--- src/rtl/iphc_pkg.sv ---
// shared types and constants for the ip packet header classifier
// no dependencies; imported by every rtl module and by the checker
package iphc_pkg;

  localparam int MAX_PACKET_BYTES = 65535;

  localparam logic [3:0] IPV4_VERSION = 4'd4;
  localparam logic [3:0] IPV6_VERSION = 4'd6;

  localparam logic [7:0] PROTO_ICMP   = 8'd1;
  localparam logic [7:0] PROTO_TCP    = 8'd6;
  localparam logic [7:0] PROTO_UDP    = 8'd17;
  localparam logic [7:0] PROTO_ICMPV6 = 8'd58;

  localparam logic [5:0] IPV6_HDR_BYTES  = 6'd40;
  localparam logic [6:0] PORT_HDR_BYTES  = 7'd8;

  localparam logic [15:0] PORT_HTTP     = 16'd80;
  localparam logic [15:0] PORT_HTTPS    = 16'd443;
  localparam logic [15:0] PORT_DHCP_SRV = 16'd67;
  localparam logic [15:0] PORT_DHCP_CLI = 16'd68;
  localparam logic [15:0] PORT_DNS      = 16'd53;
  localparam logic [15:0] PORT_NTP      = 16'd123;

  typedef enum logic [2:0] {
    NET_IPV4   = 3'd0,
    NET_ICMP   = 3'd1,
    NET_IPV6   = 3'd2,
    NET_ICMPV6 = 3'd3,
    NET_OTHER  = 3'd4
  } net_class_e;

  typedef enum logic [1:0] {
    TRANS_NONE = 2'd0,
    TRANS_TCP  = 2'd1,
    TRANS_UDP  = 2'd2
  } trans_class_e;

  typedef enum logic [2:0] {
    APP_HTTP  = 3'd0,
    APP_DHCP  = 3'd1,
    APP_DNS   = 3'd2,
    APP_NTP   = 3'd3,
    APP_OTHER = 3'd4,
    APP_NA    = 3'd5
  } app_class_e;

  // per-packet header captures
  typedef struct packed {
    logic [3:0]  version;
    logic [5:0]  offset;
    logic [7:0]  proto;
    logic [63:0] src_high;
    logic [63:0] src_low;
    logic [63:0] dst_high;
    logic [63:0] dst_low;
    logic [31:0] thead;
  } cap_t;

  // one classification result
  typedef struct packed {
    net_class_e   net_class;
    logic [7:0]   next_protocol;
    logic [63:0]  source_high;
    logic [63:0]  source_low;
    logic [63:0]  dest_high;
    logic [63:0]  dest_low;
    logic [15:0]  icmp_type_code;
    trans_class_e transport_class;
    logic [15:0]  source_port;
    logic [15:0]  dest_port;
    app_class_e   app_class;
    logic [15:0]  packet_length;
  } res_t;

  // handshake view of the input register
  typedef struct packed {
    logic       valid;
    logic       take;
    logic [7:0] data;
    logic       last;
  } stage_t;

endpackage

--- src/rtl/ip_packet_header_classifier_core.sv ---
// ip packet header classifier: one byte per cycle in while not stalled, one result per packet out
// result path: the last byte waits in the byte register until the result register
//   is free, then loads the result register, which raises out_valid_o
// throughput: one byte per cycle; the byte register and the result register
//   are separate, so bytes keep flowing while a result waits to be taken; only
//   a last byte waits in the byte register while the result register is full
// reset: rst_ni asynchronous active low; clears the byte position, all header
//   captures and both valid flags
module ip_packet_header_classifier_core
  import iphc_pkg::*;
(
  input  logic        clk_i,
  input  logic        rst_ni,
  // byte stream
  input  logic        in_valid_i,
  output logic        in_stall_o,
  input  logic [7:0]  data_byte_i,
  input  logic        last_byte_i,
  // one classification per packet
  output logic        out_valid_o,
  input  logic        out_stall_i,
  output logic [2:0]  net_class_o,
  output logic [7:0]  next_protocol_o,
  output logic [63:0] source_high_o,
  output logic [63:0] source_low_o,
  output logic [63:0] dest_high_o,
  output logic [63:0] dest_low_o,
  output logic [15:0] icmp_type_code_o,
  output logic [1:0]  transport_class_o,
  output logic [15:0] source_port_o,
  output logic [15:0] dest_port_o,
  output logic [2:0]  app_class_o,
  output logic [15:0] packet_length_o
);

  stage_t      stage;
  cap_t        view;
  logic [15:0] pos;
  res_t        res;
  res_t        res_q;
  logic        out_valid_q, out_valid_d;
  logic        out_ready;
  logic        load;

  // result register is free when empty or being taken this cycle
  assign out_ready = !out_valid_q || !out_stall_i;

  // input register stage
  iphc_in_stage u_in_stage (
    .clk_i       (clk_i),
    .rst_ni      (rst_ni),
    .in_valid_i  (in_valid_i),
    .in_stall_o  (in_stall_o),
    .data_byte_i (data_byte_i),
    .last_byte_i (last_byte_i),
    .out_ready_i (out_ready),
    .stage_o     (stage)
  );

  // header capture, updated once per processed byte
  iphc_capture u_capture (
    .clk_i   (clk_i),
    .rst_ni  (rst_ni),
    .stage_i (stage),
    .view_o  (view),
    .pos_o   (pos)
  );

  // classification of the view including the current byte
  iphc_classify u_classify (
    .cap_i (view),
    .pos_i (pos),
    .res_o (res)
  );

  // only the last byte of a packet loads the result register
  assign load = stage.take && stage.last;

  always_comb begin
    out_valid_d = out_valid_q;
    if (load) begin
      out_valid_d = 1'b1;
    end else if (!out_stall_i) begin
      out_valid_d = 1'b0;
    end
  end

  always_ff @(posedge clk_i or negedge rst_ni) begin
    if (!rst_ni) begin
      out_valid_q <= 1'b0;
    end else begin
      out_valid_q <= out_valid_d;
    end
  end

  // payload holds while stalled because load requires out_ready
  always_ff @(posedge clk_i) begin
    if (load) begin
      res_q <= res;
    end
  end

  assign out_valid_o       = out_valid_q;
  assign net_class_o       = res_q.net_class;
  assign next_protocol_o   = res_q.next_protocol;
  assign source_high_o     = res_q.source_high;
  assign source_low_o      = res_q.source_low;
  assign dest_high_o       = res_q.dest_high;
  assign dest_low_o        = res_q.dest_low;
  assign icmp_type_code_o  = res_q.icmp_type_code;
  assign transport_class_o = res_q.transport_class;
  assign source_port_o     = res_q.source_port;
  assign dest_port_o       = res_q.dest_port;
  assign app_class_o       = res_q.app_class;
  assign packet_length_o   = res_q.packet_length;

endmodule

--- src/rtl/iphc_in_stage.sv ---
// input register of the classifier: holds one accepted byte until processed
// depends on iphc_pkg
module iphc_in_stage
  import iphc_pkg::*;
(
  input  logic       clk_i,
  input  logic       rst_ni,
  input  logic       in_valid_i,
  output logic       in_stall_o,
  input  logic [7:0] data_byte_i,
  input  logic       last_byte_i,
  input  logic       out_ready_i,
  output stage_t     stage_o
);

  logic       valid_q, valid_d;
  logic [7:0] data_q;
  logic       last_q;
  logic       take;
  logic       accept;

  // a non-last byte never waits for the output register
  assign take       = valid_q && (!last_q || out_ready_i);
  assign in_stall_o = valid_q && !take;
  assign accept     = in_valid_i && !in_stall_o;

  always_comb begin
    valid_d = valid_q;
    if (accept) begin
      valid_d = 1'b1;
    end else if (take) begin
      valid_d = 1'b0;
    end
  end

  always_ff @(posedge clk_i or negedge rst_ni) begin
    if (!rst_ni) begin
      valid_q <= 1'b0;
    end else begin
      valid_q <= valid_d;
    end
  end

  always_ff @(posedge clk_i) begin
    if (accept) begin
      data_q <= data_byte_i;
      last_q <= last_byte_i;
    end
  end

  assign stage_o.valid = valid_q;
  assign stage_o.take  = take;
  assign stage_o.data  = data_q;
  assign stage_o.last  = last_q;

endmodule

--- src/rtl/iphc_capture.sv ---
// per-packet header capture: byte counter, version, offsets, addresses, ports
// depends on iphc_pkg
module iphc_capture
  import iphc_pkg::*;
(
  input  logic        clk_i,
  input  logic        rst_ni,
  input  stage_t      stage_i,
  output cap_t        view_o,
  output logic [15:0] pos_o
);

  cap_t        cap_q, cap_d;
  logic [15:0] pos_q, pos_d;
  logic [7:0]  b;
  logic [63:0] th_wide;

  // drop byte b into lanes of r, big-endian over [first, first+len)
  function automatic logic [63:0] place_bytes(input logic [63:0] r,
                                              input logic [15:0] pos,
                                              input logic [15:0] first,
                                              input logic [3:0]  len,
                                              input logic [7:0]  bv);
    logic [63:0] res;
    res = r;
    for (int i = 0; i < 8; i++) begin
      if ((4'(i) < len) && (pos == first + 16'(len) - 16'd1 - 16'(i))) begin
        res[8*i +: 8] = bv;
      end
    end
    return res;
  endfunction

  assign b = stage_i.data;

  always_comb begin
    cap_d = cap_q;
    th_wide = '0;
    // version and header length come from the first byte itself
    if (pos_q == 16'd0) begin
      cap_d.version = b[7:4];
      if (b[7:4] == IPV4_VERSION) begin
        cap_d.offset = {b[3:0], 2'b00};
      end else if (b[7:4] == IPV6_VERSION) begin
        cap_d.offset = IPV6_HDR_BYTES;
      end else begin
        cap_d.offset = '0;
      end
    end
    if (cap_d.version == IPV4_VERSION) begin
      if (pos_q == 16'd9) begin
        cap_d.proto = b;
      end
      cap_d.src_low = place_bytes(cap_q.src_low, pos_q, 16'd12, 4'd4, b);
      cap_d.dst_low = place_bytes(cap_q.dst_low, pos_q, 16'd16, 4'd4, b);
    end else if (cap_d.version == IPV6_VERSION) begin
      if (pos_q == 16'd6) begin
        cap_d.proto = b;
      end
      cap_d.src_high = place_bytes(cap_q.src_high, pos_q, 16'd8, 4'd8, b);
      cap_d.src_low  = place_bytes(cap_q.src_low, pos_q, 16'd16, 4'd8, b);
      cap_d.dst_high = place_bytes(cap_q.dst_high, pos_q, 16'd24, 4'd8, b);
      cap_d.dst_low  = place_bytes(cap_q.dst_low, pos_q, 16'd32, 4'd8, b);
    end
    if ((cap_d.version == IPV4_VERSION) || (cap_d.version == IPV6_VERSION)) begin
      th_wide = place_bytes({32'd0, cap_q.thead}, pos_q, {10'd0, cap_d.offset}, 4'd4, b);
      cap_d.thead = th_wide[31:0];
    end
    pos_d = (pos_q == 16'hFFFF) ? pos_q : pos_q + 16'd1;
  end

  always_ff @(posedge clk_i or negedge rst_ni) begin
    if (!rst_ni) begin
      cap_q <= '0;
      pos_q <= '0;
    end else if (stage_i.take) begin
      if (stage_i.last) begin
        cap_q <= '0;
        pos_q <= '0;
      end else begin
        cap_q <= cap_d;
        pos_q <= pos_d;
      end
    end
  end

  assign view_o = cap_d;
  assign pos_o  = pos_q;

endmodule

--- src/rtl/iphc_classify.sv ---
// classification of a finished packet from its header captures
// depends on iphc_pkg; pure combinational
module iphc_classify
  import iphc_pkg::*;
(
  input  cap_t        cap_i,
  input  logic [15:0] pos_i,
  output res_t        res_o
);

  logic [16:0] n;
  logic        v4, v6_ok, tr_ok;
  logic [15:0] sport, dport, port;

  assign n     = {1'b0, pos_i} + 17'd1;
  assign v4    = (cap_i.version == IPV4_VERSION);
  assign v6_ok = (cap_i.version == IPV6_VERSION) && (n >= 17'(IPV6_HDR_BYTES));
  assign tr_ok = (n >= 17'(cap_i.offset) + 17'(PORT_HDR_BYTES));
  assign sport = cap_i.thead[31:16];
  assign dport = cap_i.thead[15:0];
  assign port  = (sport != 16'd0) ? sport : dport;

  always_comb begin
    res_o = '0;
    res_o.net_class = NET_OTHER;
    res_o.transport_class = TRANS_NONE;
    res_o.app_class = APP_NA;
    res_o.packet_length = (n > 17'(MAX_PACKET_BYTES)) ? 16'(MAX_PACKET_BYTES) : n[15:0];
    if (v4 || v6_ok) begin
      res_o.next_protocol = cap_i.proto;
      res_o.source_high   = cap_i.src_high;
      res_o.source_low    = cap_i.src_low;
      res_o.dest_high     = cap_i.dst_high;
      res_o.dest_low      = cap_i.dst_low;
      if (v4) begin
        if (cap_i.proto == PROTO_ICMP) begin
          res_o.net_class      = NET_ICMP;
          res_o.icmp_type_code = sport;
        end else begin
          res_o.net_class = NET_IPV4;
        end
      end else begin
        res_o.net_class = (cap_i.proto == PROTO_ICMPV6) ? NET_ICMPV6 : NET_IPV6;
      end
      if (((cap_i.proto == PROTO_TCP) || (cap_i.proto == PROTO_UDP)) && tr_ok) begin
        res_o.transport_class = (cap_i.proto == PROTO_TCP) ? TRANS_TCP : TRANS_UDP;
        res_o.source_port = sport;
        res_o.dest_port   = dport;
        case (port)
          PORT_HTTP, PORT_HTTPS:        res_o.app_class = APP_HTTP;
          PORT_DHCP_SRV, PORT_DHCP_CLI: res_o.app_class = APP_DHCP;
          PORT_DNS:                     res_o.app_class = APP_DNS;
          PORT_NTP:                     res_o.app_class = APP_NTP;
          default:                      res_o.app_class = APP_OTHER;
        endcase
      end
    end
  end

endmodule

--- config.mk ---
export PLATFORM = sky130hd
export DESIGN_NAME = ip_packet_header_classifier_core
export DESIGN_NICKNAME = d
export VERILOG_FILES = /design/src/rtl/iphc_pkg.sv /design/src/rtl/ip_packet_header_classifier_core.sv /design/src/rtl/iphc_in_stage.sv /design/src/rtl/iphc_capture.sv /design/src/rtl/iphc_classify.sv
export SDC_FILE = /design/constraint.sdc
export NUM_CORES = 1
export LEC_CHECK = 0
export BUFFER_PORTS_ARGS = -buffer_cell sky130_fd_sc_hd__buf_2
export CAP_MARGIN = 15
export CORE_ASPECT_RATIO = 1.5
export CORE_MARGIN = 2
export CORE_UTILIZATION = 30
export DETAILED_ROUTE_END_ITERATION = 7
export HOLD_SLACK_MARGIN = 0.15
export PLACE_DENSITY = 0.45
export SLEW_MARGIN = 5
export SYNTH_ARGS = -nofsm -noshare
export SYNTH_HDL_FRONTEND = slang
export SYNTH_HIERARCHICAL = 1
export SYNTH_SLANG_ARGS = --single-unit
--- constraint.sdc ---
create_clock -name clk_i -period 20.1 [get_ports clk_i]
set_input_delay 2.01 -clock clk_i [delete_from_list [all_inputs] [get_ports clk_i]]
set_output_delay 2.01 -clock clk_i [all_outputs]
set_load 0.02 [all_outputs]
# Word-level counts from Yosys, hierarchy flattened
# Cells that the tools add are included.
# totals
register_bits	669
in_bits	13
# classes
add_sub_neg	8
magnitude_cmp	3
eq_ne	54
mux	69
reduce_logical	24
# op_table
op	count
two-way mux 8 bit	47
two-way mux 306 bit	1
two-way mux 264 bit	1
equality test 16 x 5 -> 1 bit, second input constant	16
two-way mux 64 bit	4
equality test 16 x 6 -> 1 bit, second input constant	9
equality test 16 x 4 -> 1 bit, second input constant	8
equality test 16 bit	4
equality test 16 x 7 -> 1 bit, second input constant	4
two-way mux 16 bit	3
two-way mux 32 bit	1
subtractor 16 x 1 -> 16 bit, second input constant	2
subtractor 16 x 2 -> 16 bit, second input constant	2
adder 16 x 1 -> 17 bit, second input constant	1
>= comparator 17 bit	1
>= comparator 17 x 6 -> 1 bit, second input constant	1
greater-than comparator 17 x 16 -> 1 bit, second input constant	1
adder 16 x 1 -> 16 bit, second input constant	1
equality test 16 bit, second input constant	1
equality test 16 x 3 -> 1 bit, second input constant	1
equality test 16 x 9 -> 1 bit, second input constant	1
equality test 4 x 3 -> 1 bit, second input constant	4
zero test 16 bit	1
nonzero test 16 bit	1
21 further kinds	42

# Logic depth before layout (Yosys ltp)
# depth
word_depth	15
mapped_depth	27
depth_no_buf	24

# By module
# Netlist, hierarchy kept.
# modules_own_cells
mod	n_inst	cells_per_inst	area_each_um2
iphc_capture	1	1862	19516.2
ip_packet_header_classifier_core	1	340	10133.5
iphc_classify	1	561	3668.5
iphc_in_stage	1	19	365.4

# Worst setup path before layout
# Ideal clock, no wire load.
# synth_path
path_type	input-to-reg
start	in out_stall_i
end	reg res_q (netlist bit app_class_o[0]), enable pin
arrival_time_ps	9984
setup_slack_ps	9375
cell_stages	5
path_buffers	1
cell_sequence	nand2_1 -> inv_1 -> a21boi_0 -> buf_4 -> and2_1
# synth_via
elab_chain_cells	5
# synth_rtl
element	line_no	source
start: declaration	ip_packet_header_classifier_core.sv:21	input logic out_stall_i,
zero test 1 bit	n/a	
logical OR 1 bit	ip_packet_header_classifier_core.sv:46	assign out_ready = !out_valid_q || !out_stall_i;
logical OR 1 bit	iphc_in_stage.sv:23	assign take = valid_q && (!last_q || out_ready_i);
logical AND 1 bit	iphc_in_stage.sv:23	
net u_in_stage.take	iphc_in_stage.sv:19	logic take;
logical AND 1 bit	ip_packet_header_classifier_core.sv:77	assign load = stage.take && stage.last;
net load	ip_packet_header_classifier_core.sv:43	logic load;
end signal: assignment	ip_packet_header_classifier_core.sv:99	res_q <= res;
end: declaration	ip_packet_header_classifier_core.sv:40	res_t res_q;
# The timed path passes the listed nets, and every way through them passes these cells.
# A chain may end at the register's enable or synchronous reset.

==> flow_metrics.env <==
export IMPL_worstSkewPairLatency_ps=660
export IMPL_final_antenna_net_count=0
export IMPL_cts_hold_buf=0
export IMPL_final_min_clock_period_ps=8490
export IMPL_crit_arrival_ps=8880
export IMPL_ios=351
export IMPL_fin_crit_sh_pct=42.24
export IMPL_clock_skew_ps=18.75
export IMPL_regToRegSetupSlack_ps=11610
export IMPL_critPathMaxFanout=16
export IMPL_cts_tree="built"
export IMPL_wire_per_inst_microns=25.07
export IMPL_hold_path_class="reg -> reg"
export IMPL_cts_sinks=669
export IMPL_dieArea_sq_mm=0.1150
export IMPL_grt_usage_pct=19.14
export IMPL_syn_inst=2781
export IMPL_placed_cells=4364
export IMPL_fin_nets=3029
export IMPL_core_region_area_sq_mm=0.1115
export IMPL_maxCapViolCount=0
export IMPL_grt_overflow_total=0
export IMPL_dp_hpwl_microns=72140
export IMPL_first_pass_iters=7
export IMPL_fp_dieW_microns=277.6
export IMPL_power_density_mw_per_mm2=88.12
export IMPL_outcome="finished with violations"
export IMPL_critPathCaptureType="flip-flop"
export IMPL_cts_made_buffers=73
export IMPL_routabilityCongestion=0.8672
export IMPL_timing_worst_setup_path_type="reg -> reg"
export IMPL_syn_avg_cell_area_sq_um=12.11
export IMPL_syn_to_final_growth_pct=15.58
export IMPL_cts_resized=0
export IMPL_grt_max_degree=204
export IMPL_preCtsSetupSlack_ps=11660
export IMPL_rsz0062_at_grt="no"
export IMPL_finalHoldViolations=0
export IMPL_cts_root_buffer="clkbuf_16"
export IMPL_row_count=150
export IMPL_port_buffers=350
export IMPL_grt_pass1_vias=24460
export IMPL_violations="slew limit"
export IMPL_syn_cell_area_sq_mm=0.03368
export IMPL_drt_iter0_markers=1672
export IMPL_final_util_pct=34.91
export IMPL_htreeDepth=3
export IMPL_drive_gt1_share_pct=26.66
export IMPL_relSlewSlack_pct=-1.142
export IMPL_ctsLongestPathBuffers=3
export IMPL_die_height_microns=414.3
export IMPL_required_ps=20490
export IMPL_clk_pin_slew_ps=60
export IMPL_synth_nets=2814
export IMPL_vdd_drop_max_mv=0.05179
export IMPL_final_cell_count_no_fill=4502
export IMPL_drc=0
export IMPL_viasPerCell=5.387
export IMPL_setup_viol=0
export IMPL_timing_fmax_mhz=117.8
export IMPL_n_fill_cell=11140
export IMPL_p_total_mw=3.430
export IMPL_finalSetupTns_ps=0
export IMPL_grt_first_pass_wirelength_microns=167100
export IMPL_drv_slew=34
export IMPL_critPathLaunchType="flip-flop"
export IMPL_worst_pin_slew_ps=1517
export IMPL_worst_slack_ps=11610
export IMPL_regArea_sq_mm=0.01847
export IMPL_num_vias=24250
export IMPL_leakage_nw=15.64
export IMPL_antenna_found_initial=0
export IMPL_yosys_warnings=6
export IMPL_multiInputGateArea_sq_mm=0.01390
export IMPL_post_cts_buffers=0
export IMPL_start_util_pct=30.21
export IMPL_wirelength_microns=112900
[cell type report]
class,instances,area share [%]
multi-input combinational,1815,35.71
tap,1444,4.642
timing repair buffer,395,5.548
sequential,669,47.45
inverter,42,0.4243
clock buffer,90,4.963
antenna,1,0.006429
clock inverter,46,1.260
[worst max-delay path: stages (launching register included)]
cell and delay, ps:
dfrtp_1 560, inv_1 240, ha_1 390, or3b_2 550, o41ai_1 810, ha_1 720, o21ai_0 190, a221oi_1 740
nor3_1 220, nor2b_1 170, ha_1 250, xor2_1 130, nand4b_1 160, a2111o_1 590, nor2_2 620, mux2_2 420
nor4_1 320, nand2_1 150, a21oi_1 240, nand4_1 170, a211oi_1 330, a211o_1 160, nand2_1 60
[cell usage in the layout (no fill, tap or decap), types with 16 or more instances in the layout]
master and instances:
dfrtp_1 324, nor2_1 86, inv_1 39, buf_2 349, nand3_1 33, edfxtp_1 345
clkbuf_16 74, nand2_1 131, a22o_1 24, nor3_1 33, o2bb2ai_1 252, ha_1 20
o21ai_0 58, and3_1 16, xnor2_1 27, mux2_2 269, a221o_1 16, a21oi_1 19
and2_1 322, a22oi_1 247, nor4_1 18, buf_4 39
[stage by stage]
step           instance area (sq um)  hold slack [ps]
2_1_floorplan                  33680            456.0
3_3_place_gp                   36490            471.7
3_5_place_dp                   36490            489.9
4_1_cts                        38920            506.0
5_1_grt                        38920            517.4
6_report                       38920            503.7
[per-layer routing]
| metal | wire [microns] | vias up | GRT usage [%] |
|---|---|---|---|
| met5 | 0 | - | 0 |
| met4 | 4069 | 0 | 8.026 |
| met3 | 4641 | 147 | 2.591 |
| met2 | 58070 | 698 | 33.93 |
| met1 | 46070 | 12440 | 23.20 |
| li1 | - | 10970 | - |
[worst paths after layout]
check                                            startpoint                          endpoint  depth (start not counted)
setup / recovery             u_capture/pos_o[0]$_DFFE_PN0P_          app_class_o[2]$_DFFE_PP_                         22
hold / removal             u_capture/cap_q[276]$_DFFE_PN0P_  u_capture/cap_q[276]$_DFFE_PN0P_                          1
setup reg to reg             u_capture/pos_o[0]$_DFFE_PN0P_          app_class_o[2]$_DFFE_PP_                         22
hold reg to reg            u_capture/cap_q[276]$_DFFE_PN0P_  u_capture/cap_q[276]$_DFFE_PN0P_                          1
max in group asynchronous                            rst_ni   u_capture/cap_q[76]$_DFFE_PN0P_                          4
min in group asynchronous                            rst_ni  u_capture/cap_q[247]$_DFFE_PN0P_                          1
[flip-flops by register name, summed over array words and instances, names as in the netlist, 3 cells and up]
register,cells
dest_port_o,16
icmp_type_code_o,16
source_high_o,64
dest_high_o,64
u_capture/cap_q,306
packet_length_o,16
u_in_stage/data_q,8
source_port_o,16
next_protocol_o,8
source_low_o,64
dest_low_o,64
u_capture/pos_o,16
app_class_o,3
net_class_o,3
[power by group]
group          total (mW)  internal [mW]  leakage (nW)  switching, mW
Sequential           1.54           1.50          7.85         0.0400
Clock                1.39          0.795          1.17          0.594
Combinational       0.497          0.144          6.62          0.354
Total                3.43           2.44          15.6          0.988
No activity file was read; power rests on OpenSTA's default activity.
